$ cat src/rtl/core/lfba_pkg.sv
// ----------------------------------------------------------------------------
// Lowest free identifier allocator: shared definitions
// Field widths, command and status codes, controller-to-datapath command and
// status structures, and the padding mask for a partly used bitmap word.
// ----------------------------------------------------------------------------
package lfba_pkg;

   localparam int NUM_IDS_DEF = 256;

   localparam int CMD_W      = 2;
   localparam int ID_IN_W    = 12;
   localparam int ID_OUT_W   = 13;
   localparam int STATUS_W   = 2;
   localparam int REQ_DATA_W = 16;
   localparam int RSP_DATA_W = 16;

   // Bitmap organisation: words of 64 identifiers, words grouped by eight.
   localparam int WORD_W   = 64;
   localparam int BIT_AW   = 6;
   localparam int GRP_ROWS = 8;
   localparam int SUB_AW   = 3;

   typedef enum logic [CMD_W-1:0] {
      CMD_ALLOC   = 2'd0,
      CMD_RELEASE = 2'd1,
      CMD_QUERY   = 2'd2
   } cmd_type;

   typedef enum logic [STATUS_W-1:0] {
      ST_OK    = 2'd0,
      ST_FULL  = 2'd1,
      ST_RANGE = 2'd2
   } status_type;

   typedef enum logic [2:0] {
      OP_NONE,
      OP_CAPTURE,
      OP_GROUP,
      OP_ROW,
      OP_SCAN,
      OP_CHECK,
      OP_ACCESS,
      OP_RANGE
   } op_type;

   typedef struct packed {
      op_type op;
      logic   load;
   } dp_ctl_type;

   typedef struct packed {
      cmd_type cmd;
      logic    id_ok;
      logic    all_full;
      logic    slot_free;
   } dp_sts_type;

   // Bits of the last word that lie beyond the identifier range read as used.
   function automatic logic [WORD_W-1:0] last_pad(input int num_ids);
      logic [WORD_W-1:0] mask;
      int                used;
      used = num_ids - ((num_ids + WORD_W - 1) / WORD_W - 1) * WORD_W;
      for (int b = 0; b < WORD_W; b++) begin
         mask[b] = (b >= used);
      end
      return mask;
   endfunction

endpackage

$ cat src/rtl/core/lfba_ctrl.sv
// ----------------------------------------------------------------------------
// Lowest free identifier allocator: controller
// Sequences one request at a time through the datapath and hands the result
// to the output register once it is free.
// ----------------------------------------------------------------------------
module lfba_ctrl
   import lfba_pkg::*;
(
   input  logic       clock,
   input  logic       reset,
   input  logic       req_tvalid,
   output logic       req_tready,
   input  dp_sts_type sts,
   output dp_ctl_type ctl
);

   typedef enum logic [2:0] {
      S_IDLE,
      S_DECODE,
      S_ROW,
      S_SCAN,
      S_ACCESS,
      S_FINISH
   } state_type;

   state_type state_ff;
   state_type state_in;

   assign req_tready = (state_ff == S_IDLE);

   always_comb begin
      state_in = state_ff;
      ctl.op   = OP_NONE;
      ctl.load = 1'b0;
      case (state_ff)
         S_IDLE: begin
            if (req_tvalid) begin
               ctl.op   = OP_CAPTURE;
               state_in = S_DECODE;
            end
         end
         S_DECODE: begin
            case (sts.cmd)
               CMD_ALLOC: begin
                  ctl.op   = OP_GROUP;
                  state_in = sts.all_full ? S_FINISH : S_ROW;
               end
               CMD_RELEASE, CMD_QUERY: begin
                  if (sts.id_ok) begin
                     ctl.op   = OP_CHECK;
                     state_in = S_ACCESS;
                  end else begin
                     ctl.op   = OP_RANGE;
                     state_in = S_FINISH;
                  end
               end
               default: begin
                  ctl.op   = OP_RANGE;
                  state_in = S_FINISH;
               end
            endcase
         end
         S_ROW: begin
            ctl.op   = OP_ROW;
            state_in = S_SCAN;
         end
         S_SCAN: begin
            ctl.op   = OP_SCAN;
            state_in = S_FINISH;
         end
         S_ACCESS: begin
            ctl.op   = OP_ACCESS;
            state_in = S_FINISH;
         end
         S_FINISH: begin
            if (sts.slot_free) begin
               ctl.load = 1'b1;
               state_in = S_IDLE;
            end
         end
         default: begin
            state_in = S_IDLE;
         end
      endcase
   end

   always_ff @(posedge clock) begin
      if (reset) begin
         state_ff <= S_IDLE;
      end else begin
         state_ff <= state_in;
      end
   end

endmodule

$ cat src/rtl/core/lfba_dpath.sv
// ----------------------------------------------------------------------------
// Lowest free identifier allocator: datapath
// Holds the bitmap in a word memory with per-word valid and full flags, runs
// the two-level search for a free word and the bit search within it, and
// keeps the result register.
// ----------------------------------------------------------------------------
module lfba_dpath
   import lfba_pkg::*;
#(
   parameter int NUM_IDS = NUM_IDS_DEF
)
(
   input  logic                  clock,
   input  logic                  reset,
   input  dp_ctl_type            ctl,
   output dp_sts_type            sts,
   input  logic [REQ_DATA_W-1:0] req_tdata,
   output logic                  rsp_tvalid,
   input  logic                  rsp_tready,
   output logic [RSP_DATA_W-1:0] rsp_tdata
);

   localparam int NUM_ROWS = (NUM_IDS + WORD_W - 1) / WORD_W;
   localparam int NUM_GRPS = (NUM_ROWS + GRP_ROWS - 1) / GRP_ROWS;
   localparam int PAD_ROWS = NUM_GRPS * GRP_ROWS;
   localparam int ROW_AW   = (NUM_ROWS > 1) ? $clog2(NUM_ROWS) : 1;
   localparam int GRP_AW   = (NUM_GRPS > 1) ? $clog2(NUM_GRPS) : 1;
   localparam int PAD_AW   = $clog2(PAD_ROWS);
   localparam logic [WORD_W-1:0] LAST_PAD = last_pad(NUM_IDS);

   logic [WORD_W-1:0]   mem [NUM_ROWS];

   cmd_type             cmd_ff;
   logic [ID_IN_W-1:0]  id_ff;
   logic [GRP_AW-1:0]   grp_ff;
   logic [ROW_AW-1:0]   row_ff;
   logic [BIT_AW-1:0]   bit_ff;
   logic [WORD_W-1:0]   rd_data_ff;
   logic [PAD_ROWS-1:0] row_full_ff;
   logic [NUM_ROWS-1:0] row_valid_ff;

   logic [ID_OUT_W-1:0] res_id_ff;
   status_type          res_status_ff;
   logic                res_in_use_ff;
   logic [RSP_DATA_W-1:0] rsp_data_ff;
   logic                rsp_valid_ff;

   logic [NUM_GRPS-1:0] grp_full;
   logic [GRP_AW-1:0]   grp_pick;
   logic [GRP_ROWS-1:0] sub_flags;
   logic [SUB_AW-1:0]   sub_pick;
   logic [ROW_AW-1:0]   row_pick;
   logic [ID_IN_W-1:0]  id_m1;
   logic [ROW_AW-1:0]   rd_addr;
   logic                rd_en;
   logic [WORD_W-1:0]   word_eff;
   logic [WORD_W-1:0]   word_pad;
   logic [BIT_AW-1:0]   free_bit;
   logic [WORD_W-1:0]   free_mask;
   logic [WORD_W-1:0]   clr_mask;
   logic [WORD_W-1:0]   alloc_word;

   // Group level of the search: a group is full when all its words are.
   always_comb begin
      grp_pick = '0;
      for (int g = 0; g < NUM_GRPS; g++) begin
         grp_full[g] = &row_full_ff[g*GRP_ROWS +: GRP_ROWS];
      end
      for (int g = NUM_GRPS - 1; g >= 0; g--) begin
         if (!grp_full[g]) begin
            grp_pick = GRP_AW'(g);
         end
      end
   end

   // Word level of the search within the chosen group.
   always_comb begin
      sub_flags = row_full_ff[PAD_AW'({grp_ff, SUB_AW'(0)}) +: GRP_ROWS];
      sub_pick  = '0;
      for (int s = GRP_ROWS - 1; s >= 0; s--) begin
         if (!sub_flags[s]) begin
            sub_pick = SUB_AW'(s);
         end
      end
      row_pick = ROW_AW'({grp_ff, sub_pick});
   end

   assign id_m1   = id_ff - ID_IN_W'(1);
   assign rd_en   = (ctl.op == OP_ROW) || (ctl.op == OP_CHECK);
   assign rd_addr = (ctl.op == OP_ROW) ? row_pick : ROW_AW'(id_m1 >> BIT_AW);

   // A word never written since reset reads as all free.
   assign word_eff = row_valid_ff[row_ff] ? rd_data_ff : '0;
   assign word_pad = word_eff | ((row_ff == ROW_AW'(NUM_ROWS - 1)) ? LAST_PAD : '0);

   always_comb begin
      free_bit = '0;
      for (int b = WORD_W - 1; b >= 0; b--) begin
         if (!word_pad[b]) begin
            free_bit = BIT_AW'(b);
         end
      end
   end

   assign free_mask  = WORD_W'(1) << free_bit;
   assign clr_mask   = WORD_W'(1) << bit_ff;
   assign alloc_word = word_eff | free_mask;

   always_ff @(posedge clock) begin
      if (rd_en) begin
         rd_data_ff <= mem[rd_addr];
      end
      if (ctl.op == OP_SCAN) begin
         mem[row_ff] <= alloc_word;
      end else if ((ctl.op == OP_ACCESS) && (cmd_ff == CMD_RELEASE)) begin
         mem[row_ff] <= word_eff & ~clr_mask;
      end
   end

   always_ff @(posedge clock) begin
      case (ctl.op)
         OP_CAPTURE: begin
            cmd_ff <= cmd_type'(req_tdata[CMD_W-1:0]);
            id_ff  <= req_tdata[CMD_W +: ID_IN_W];
         end
         OP_GROUP: begin
            grp_ff        <= grp_pick;
            res_id_ff     <= '0;
            res_status_ff <= ST_FULL;
            res_in_use_ff <= 1'b0;
         end
         OP_ROW: begin
            row_ff <= row_pick;
         end
         OP_SCAN: begin
            res_id_ff     <= ID_OUT_W'({row_ff, free_bit}) + ID_OUT_W'(1);
            res_status_ff <= ST_OK;
         end
         OP_CHECK: begin
            row_ff <= rd_addr;
            bit_ff <= id_m1[BIT_AW-1:0];
         end
         OP_ACCESS: begin
            res_id_ff     <= '0;
            res_status_ff <= ST_OK;
            res_in_use_ff <= (cmd_ff == CMD_QUERY) && word_eff[bit_ff];
         end
         OP_RANGE: begin
            res_id_ff     <= '0;
            res_status_ff <= ST_RANGE;
            res_in_use_ff <= 1'b0;
         end
         default: begin
         end
      endcase
      if (ctl.load) begin
         rsp_data_ff <= {res_in_use_ff, res_status_ff, res_id_ff};
      end
   end

   // Word flags. Words past the end of the range stay marked full for good.
   always_ff @(posedge clock) begin
      if (reset) begin
         for (int i = 0; i < PAD_ROWS; i++) begin
            row_full_ff[i] <= (i >= NUM_ROWS);
         end
         row_valid_ff <= '0;
         rsp_valid_ff <= 1'b0;
      end else begin
         if (ctl.op == OP_SCAN) begin
            row_full_ff[PAD_AW'(row_ff)] <=
               &(alloc_word | ((row_ff == ROW_AW'(NUM_ROWS - 1)) ? LAST_PAD : '0));
            row_valid_ff[row_ff] <= 1'b1;
         end else if ((ctl.op == OP_ACCESS) && (cmd_ff == CMD_RELEASE)) begin
            row_full_ff[PAD_AW'(row_ff)] <= 1'b0;
            row_valid_ff[row_ff]         <= 1'b1;
         end
         if (ctl.load) begin
            rsp_valid_ff <= 1'b1;
         end else if (rsp_tready) begin
            rsp_valid_ff <= 1'b0;
         end
      end
   end

   assign sts.cmd       = cmd_ff;
   assign sts.id_ok     = (id_ff != '0) && ({1'b0, id_ff} <= ID_OUT_W'(NUM_IDS));
   assign sts.all_full  = &grp_full;
   assign sts.slot_free = !rsp_valid_ff || rsp_tready;

   assign rsp_tvalid = rsp_valid_ff;
   assign rsp_tdata  = rsp_data_ff;

   // The bit search only runs on a word that the group search saw as not full.
   a_scan_not_full: assert property (@(posedge clock) disable iff (reset)
      ctl.op == OP_SCAN |-> !row_full_ff[PAD_AW'(row_ff)])
      else $error("bit search started on a full word");

   // A written word must afterwards be read from memory, not as all free.
   a_scan_marks_valid: assert property (@(posedge clock) disable iff (reset)
      ctl.op == OP_SCAN |=> row_valid_ff[$past(row_ff)])
      else $error("allocated word not marked valid");

   // The result register is never overwritten while a result still waits.
   a_load_slot_free: assert property (@(posedge clock) disable iff (reset)
      ctl.load |-> (!rsp_valid_ff || rsp_tready))
      else $error("result register overwritten while occupied");

   a_load_shows: assert property (@(posedge clock) disable iff (reset)
      ctl.load |=> rsp_valid_ff)
      else $error("loaded result not presented");

endmodule

$ cat src/rtl/core/lowest_free_id_bitmap_allocator.sv
// ----------------------------------------------------------------------------
// Lowest free identifier allocator
// Allocates the lowest free identifier in 1..NUM_IDS, releases and queries
// identifiers, over an in-use bitmap held in a word memory.
// ----------------------------------------------------------------------------
// Usage:
//   The req channel carries one request: allocate, release or query. Each
//   request yields exactly one response on the rsp channel with the
//   allocated identifier, a status code and the query answer.
//   Requests are taken one at a time. An allocate that finds a free
//   identifier passes from acceptance to the next acceptance through group
//   search, word search with the memory read, bit search with write-back and
//   result hand-off; a release or a query through the identifier check with
//   the memory read, the access and the hand-off, and an allocate that finds
//   every identifier in use, an out-of-range identifier or an unknown command
//   through decode and the hand-off alone. The response appears in the output
//   register in the same cycle that the block is ready again. The memory port
//   and the two-level search set these steps.
//   A response waiting in the output register does not block the next
//   request; the block only holds its finished result while the receiver
//   stalls and the register is still occupied, and takes no new request then.
//   After reset every identifier is free at once; no clearing pass is run,
//   since per-word valid flags mark words not yet written as all free.
// ----------------------------------------------------------------------------
module lowest_free_id_bitmap_allocator
   import lfba_pkg::*;
#(
   parameter int NUM_IDS = NUM_IDS_DEF
)
(
   input  logic                  clock,
   input  logic                  reset,
   input  logic                  req_tvalid,
   output logic                  req_tready,
   input  logic [REQ_DATA_W-1:0] req_tdata,  // command[1:0], id_in[13:2], zero[15:14]
   output logic                  rsp_tvalid,
   input  logic                  rsp_tready,
   output logic [RSP_DATA_W-1:0] rsp_tdata   // id_out[12:0], status[14:13], in_use[15]
);

   dp_ctl_type ctl;
   dp_sts_type sts;

   lfba_ctrl u_ctrl (
      .clock      (clock),
      .reset      (reset),
      .req_tvalid (req_tvalid),
      .req_tready (req_tready),
      .sts        (sts),
      .ctl        (ctl)
   );

   lfba_dpath #(
      .NUM_IDS (NUM_IDS)
   ) u_dpath (
      .clock      (clock),
      .reset      (reset),
      .ctl        (ctl),
      .sts        (sts),
      .req_tdata  (req_tdata),
      .rsp_tvalid (rsp_tvalid),
      .rsp_tready (rsp_tready),
      .rsp_tdata  (rsp_tdata)
   );

endmodule

$ cat config.mk
export PLATFORM = sky130hd
export DESIGN_NAME = lowest_free_id_bitmap_allocator
export DESIGN_NICKNAME = d
export VERILOG_FILES = /design/src/rtl/core/lfba_pkg.sv /design/src/rtl/core/lfba_ctrl.sv /design/src/rtl/core/lfba_dpath.sv /design/src/rtl/core/lowest_free_id_bitmap_allocator.sv
export SDC_FILE = /design/constraint.sdc
export NUM_CORES = 1
export LEC_CHECK = 0
export BUFFER_PORTS_ARGS = -buffer_cell sky130_fd_sc_hd__buf_2
export CORE_UTILIZATION = 35
export DETAILED_ROUTE_END_ITERATION = 16
export GPL_TIMING_DRIVEN = 0
export PLACE_DENSITY = 0.54
export SYNTH_ARGS = -nofsm -noshare
export SYNTH_HDL_FRONTEND = slang
export SYNTH_SLANG_ARGS = --single-unit
$ cat constraint.sdc
create_clock -name clock -period 6.5 [get_ports clock]
set_input_delay 0.325 -clock clock [delete_from_list [all_inputs] [get_ports clock]]
set_output_delay 0.325 -clock clock [all_outputs]
set_load 0.05 [all_outputs]
==> reports/metrics.csv <==
metric;value;unit
run_status;complete, no violations;
syn-cell-area;17800;um^2
grt_setup_unrepaired;false;
initial_core_util;35.5;%
area_of_the_placeable_core;50100;um^2
portBuffers;31;
maximum_number_of_pins_on_one_net_before_global_route_repair;45;
floorplan.die_area;51600;um^2
min_period_over_period;96.9;%
maxSlewViolCount;0;
cts_inserted_buffers;41;
clk_transition_reported_paths;0.06;ns
final_setup_violation_count;0;
initialDrtViolationCount;1421;
worst_skew_pair.late_latency;0.57;ns
wl_per_cell;29.3;um
worstSetupPathType;flip-flop to flip-flop;
ctsRootBufferMaster;clkbuf_16;
final.fill_count;4637;
ys_top_cells_by_area;edfxtp_1 (62%), mux4_2 (11%), a21oi_1 (2.4%), a22oi_1 (1.9%), nand2_1 (1.9%);
ir_drop;0.000157;V
fin_crit;6.30;ns
fp.dieH;227;um
synth_cell_types;94;
finalSetupTns;0;ns
drive_gt1_share;19.4;%
leakage;6.45;nW
grt_antenna_before_repair;1;
grt_pass1_vias;12100;
min_path_type;input port to flip-flop;
synth.top_cell.area_share;61.9;%
grt_first_pass_wirelength;85700;um
timing.max_slew.rel_slack;9.54;%
drt_drc_violations_left;0;
postSynthRegisterBits;378;
cts_sinks;378;
die_x;227;um
max_freq;159;MHz
syn-instance-count;1226;
cts_tree;built;
finalWirelength;59700;um
dominantRegCellSynth;edfxtp_1;
clock-skew-final;0.0279;ns
ys_seq_area_share;63.3;%
ys_warn_count;0;
routabilityCongestion;0.989;
timing_worst_slew_pin_value;1.35;ns
worstSetupStartpointType;flip-flop;
post-route-util;40.9;%
critical_path.endpoint_type;flip-flop;
post_synth.cell_area_avg;14.5;um^2
power.density_cell_area;279;nW/um^2
ys_async_sr_fraction;0;%
total_congestion_overflow;0;
rows;82;
finish.net_count;1363;
vias_per_cell;5.95;
h-tree-depth;2;
cp_data_required_time;6.98;ns
yosysTopAreaCell;edfxtp_1;
hpwlAfterDp;42800;um
gr-usage-all-layers;23.6;%
vias;12100;
ctsLongestPathBuffers;3;
ant_nets;0;
total_chip_power;0.00571;W
num_io_pins;38;
cell_types_with_the_highest_counts_after_synthesis;edfxtp_1 (366), nand2_1 (89), a21oi_1 (86);
cap_violations;0;
timing.critical_path.arrival;6.78;ns
flow.area_growth_from_synthesis;15.4;%
synth_edf_count;366;
hold-worst-slack;0.0992;ns
yosysMostFrequentCell;edfxtp_1;
critical_path_peak_fanout;10;
drt_pre_antenna_iters;6;
final_hold_vios;0;
report_power, final:
part / internal, W / switching (W)
Combinational: 0.000218 / 0.000338
Clock: 0.00131 / 0.000951
Sequential: 0.00278 / 0.000114
Total: 0.00431 / 0.00140
cells in the final DEF (no fill, tap or decap), types with 8 or more instances in the layout:
| master | Yosys | routed |
|---|---|---|
| and4_1 | 12 | 12 |
| mux4_2 | 84 | 84 |
| nor4_1 | 10 | 10 |
| dlygate4sd3_1 | 0 | 14 |
| nand3_1 | 37 | 37 |
| nor3_1 | 26 | 24 |
| a31oi_1 | 12 | 12 |
| a32oi_1 | 8 | 8 |
| buf_1 | 13 | 13 |
| nand4_1 | 21 | 21 |
| a21oi_1 | 86 | 86 |
| o21ai_0 | 40 | 40 |
| buf_2 | 12 | 44 |
| nand2b_1 | 9 | 9 |
| buf_6 | 7 | 14 |
| ha_1 | 11 | 10 |
| edfxtp_1 | 366 | 366 |
| dfxtp_1 | 12 | 12 |
| and2_1 | 14 | 14 |
| nor2b_1 | 11 | 11 |
| o211ai_1 | 8 | 8 |
| inv_1 | 29 | 29 |
| clkbuf_1 | 37 | 41 |
| nor2_1 | 74 | 71 |
| and3_1 | 15 | 15 |
| clkbuf_16 | 0 | 41 |
| nand2_1 | 89 | 89 |
| a22oi_1 | 46 | 46 |
routing by layer:
| metal | vias to the layer above | global-route usage (%) | wire length [um] |
|---|---|---|---|
| met4 | 2 | 9.83 | 2560 |
| met2 | 619 | 37.5 | 27700 |
| met5 | - | 0.569 | 41 |
| li1 | 5149 | - | - |
| met3 | 142 | 4.92 | 4540 |
| met1 | 6195 | 31.4 | 24800 |
layout make-up:
| class | count | area, um^2 | area share [%] |
|---|---|---|---|
| plain buffers | 79 | 425 | 2.08 |
| flip-flops and latches | 378 | 11200 | 54.8 |
| multi-input cells | 741 | 6030 | 29.4 |
| diodes | 1 | 2.50 | 0.0122 |
| clock inverters | 22 | 226 | 1.11 |
| well taps | 672 | 841 | 4.10 |
| clock buffers | 50 | 1080 | 5.27 |
| repair buffers | 61 | 542 | 2.64 |
| inverters | 30 | 115 | 0.562 |
cell families after synthesis:
| group | Yosys count | share of synthesized area (%) |
|---|---|---|
| simple gates | 351 | 10.6 |
| other cells | 1 | 0.0211 |
| fa+ha+maj | 11 | 0.775 |
| flops | 378 | 63.3 |
| compound gates | 271 | 10.4 |
| mux | 96 | 11.5 |
| buf+inv | 110 | 3.05 |
| xor+xnor | 8 | 0.395 |
worst paths after layout:
path | from | endpoint | slack (ns) | cells after the start
worst min-delay path | rsp_tready | u_dpath.rsp_tvalid$_SDFFE_PP0P_ | 0.1 | 3
worst max-delay path | u_dpath.row_ff[0]$_DFFE_PP_ | u_dpath.row_full_ff[0]$_SDFFE_PP0P_ | 0.20 | 20
worst min register to register | u_dpath.res_id_ff[6]$_SDFFCE_PP0P_ | u_dpath.rsp_tdata[6]$_DFFE_PP_ | 0.42 | 0
worst max register to register | u_dpath.row_ff[0]$_DFFE_PP_ | u_dpath.row_full_ff[0]$_SDFFE_PP0P_ | 0.20 | 20
per-stage QoR:
step	instance area, um^2	setup slack, ns	instances
floorplan	17800	0.253	1229
global placement	18800	-4.76	1932
detailed placement	19000	0.0208	1947
CTS	20500	0.0443	2033
global route	20500	0.00878	2033
finish	20500	0.201	2034
registers in the layout, summed over array words and instances, names as in the netlist:
register               flops
u_ctrl.state_ff            3
u_dpath.rsp_tvalid         1
u_dpath.rsp_tdata         12
u_dpath.row_ff             2
u_dpath.res_in_use_ff      1
u_dpath.rd_data_ff        64
u_dpath.bit_ff             6
u_dpath.row_full_ff        4
u_dpath.cmd_ff             2
u_dpath.row_valid_ff       4
u_dpath.id_ff             12
u_dpath.res_status_ff      2
u_dpath.res_id_ff          9
u_dpath.mem              256
worst max-delay path, cell delays in order (launching register included):
cell and delay, ns:
edfxtp_1 0.38, mux4_2 0.58, buf_6 0.20, buf_2 0.20
nand3_1 0.13, a21oi_1 0.06, nor3_1 0.53, o2111ai_1 0.20
o311a_1 0.43, a21oi_1 0.32, ha_1 0.36, ha_2 0.48
inv_1 0.19, o21ai_0 0.26, a32oi_1 0.12, nor4b_1 0.46
nand4_1 0.26, nor4_1 0.26, and4_4 0.26, nand4_2 0.24
o31ai_2 0.26
timing repair:
action | 4_1_cts | 5_1_grt
setup endpoints to repair | 1 | 4
buffers inserted | 0 | 0
gates resized for setup | 1 | 3
hold buffers | 14 | 0
hold endpoints to repair | 14 | 0
Note: power is estimated with default switching activity, not from simulation.
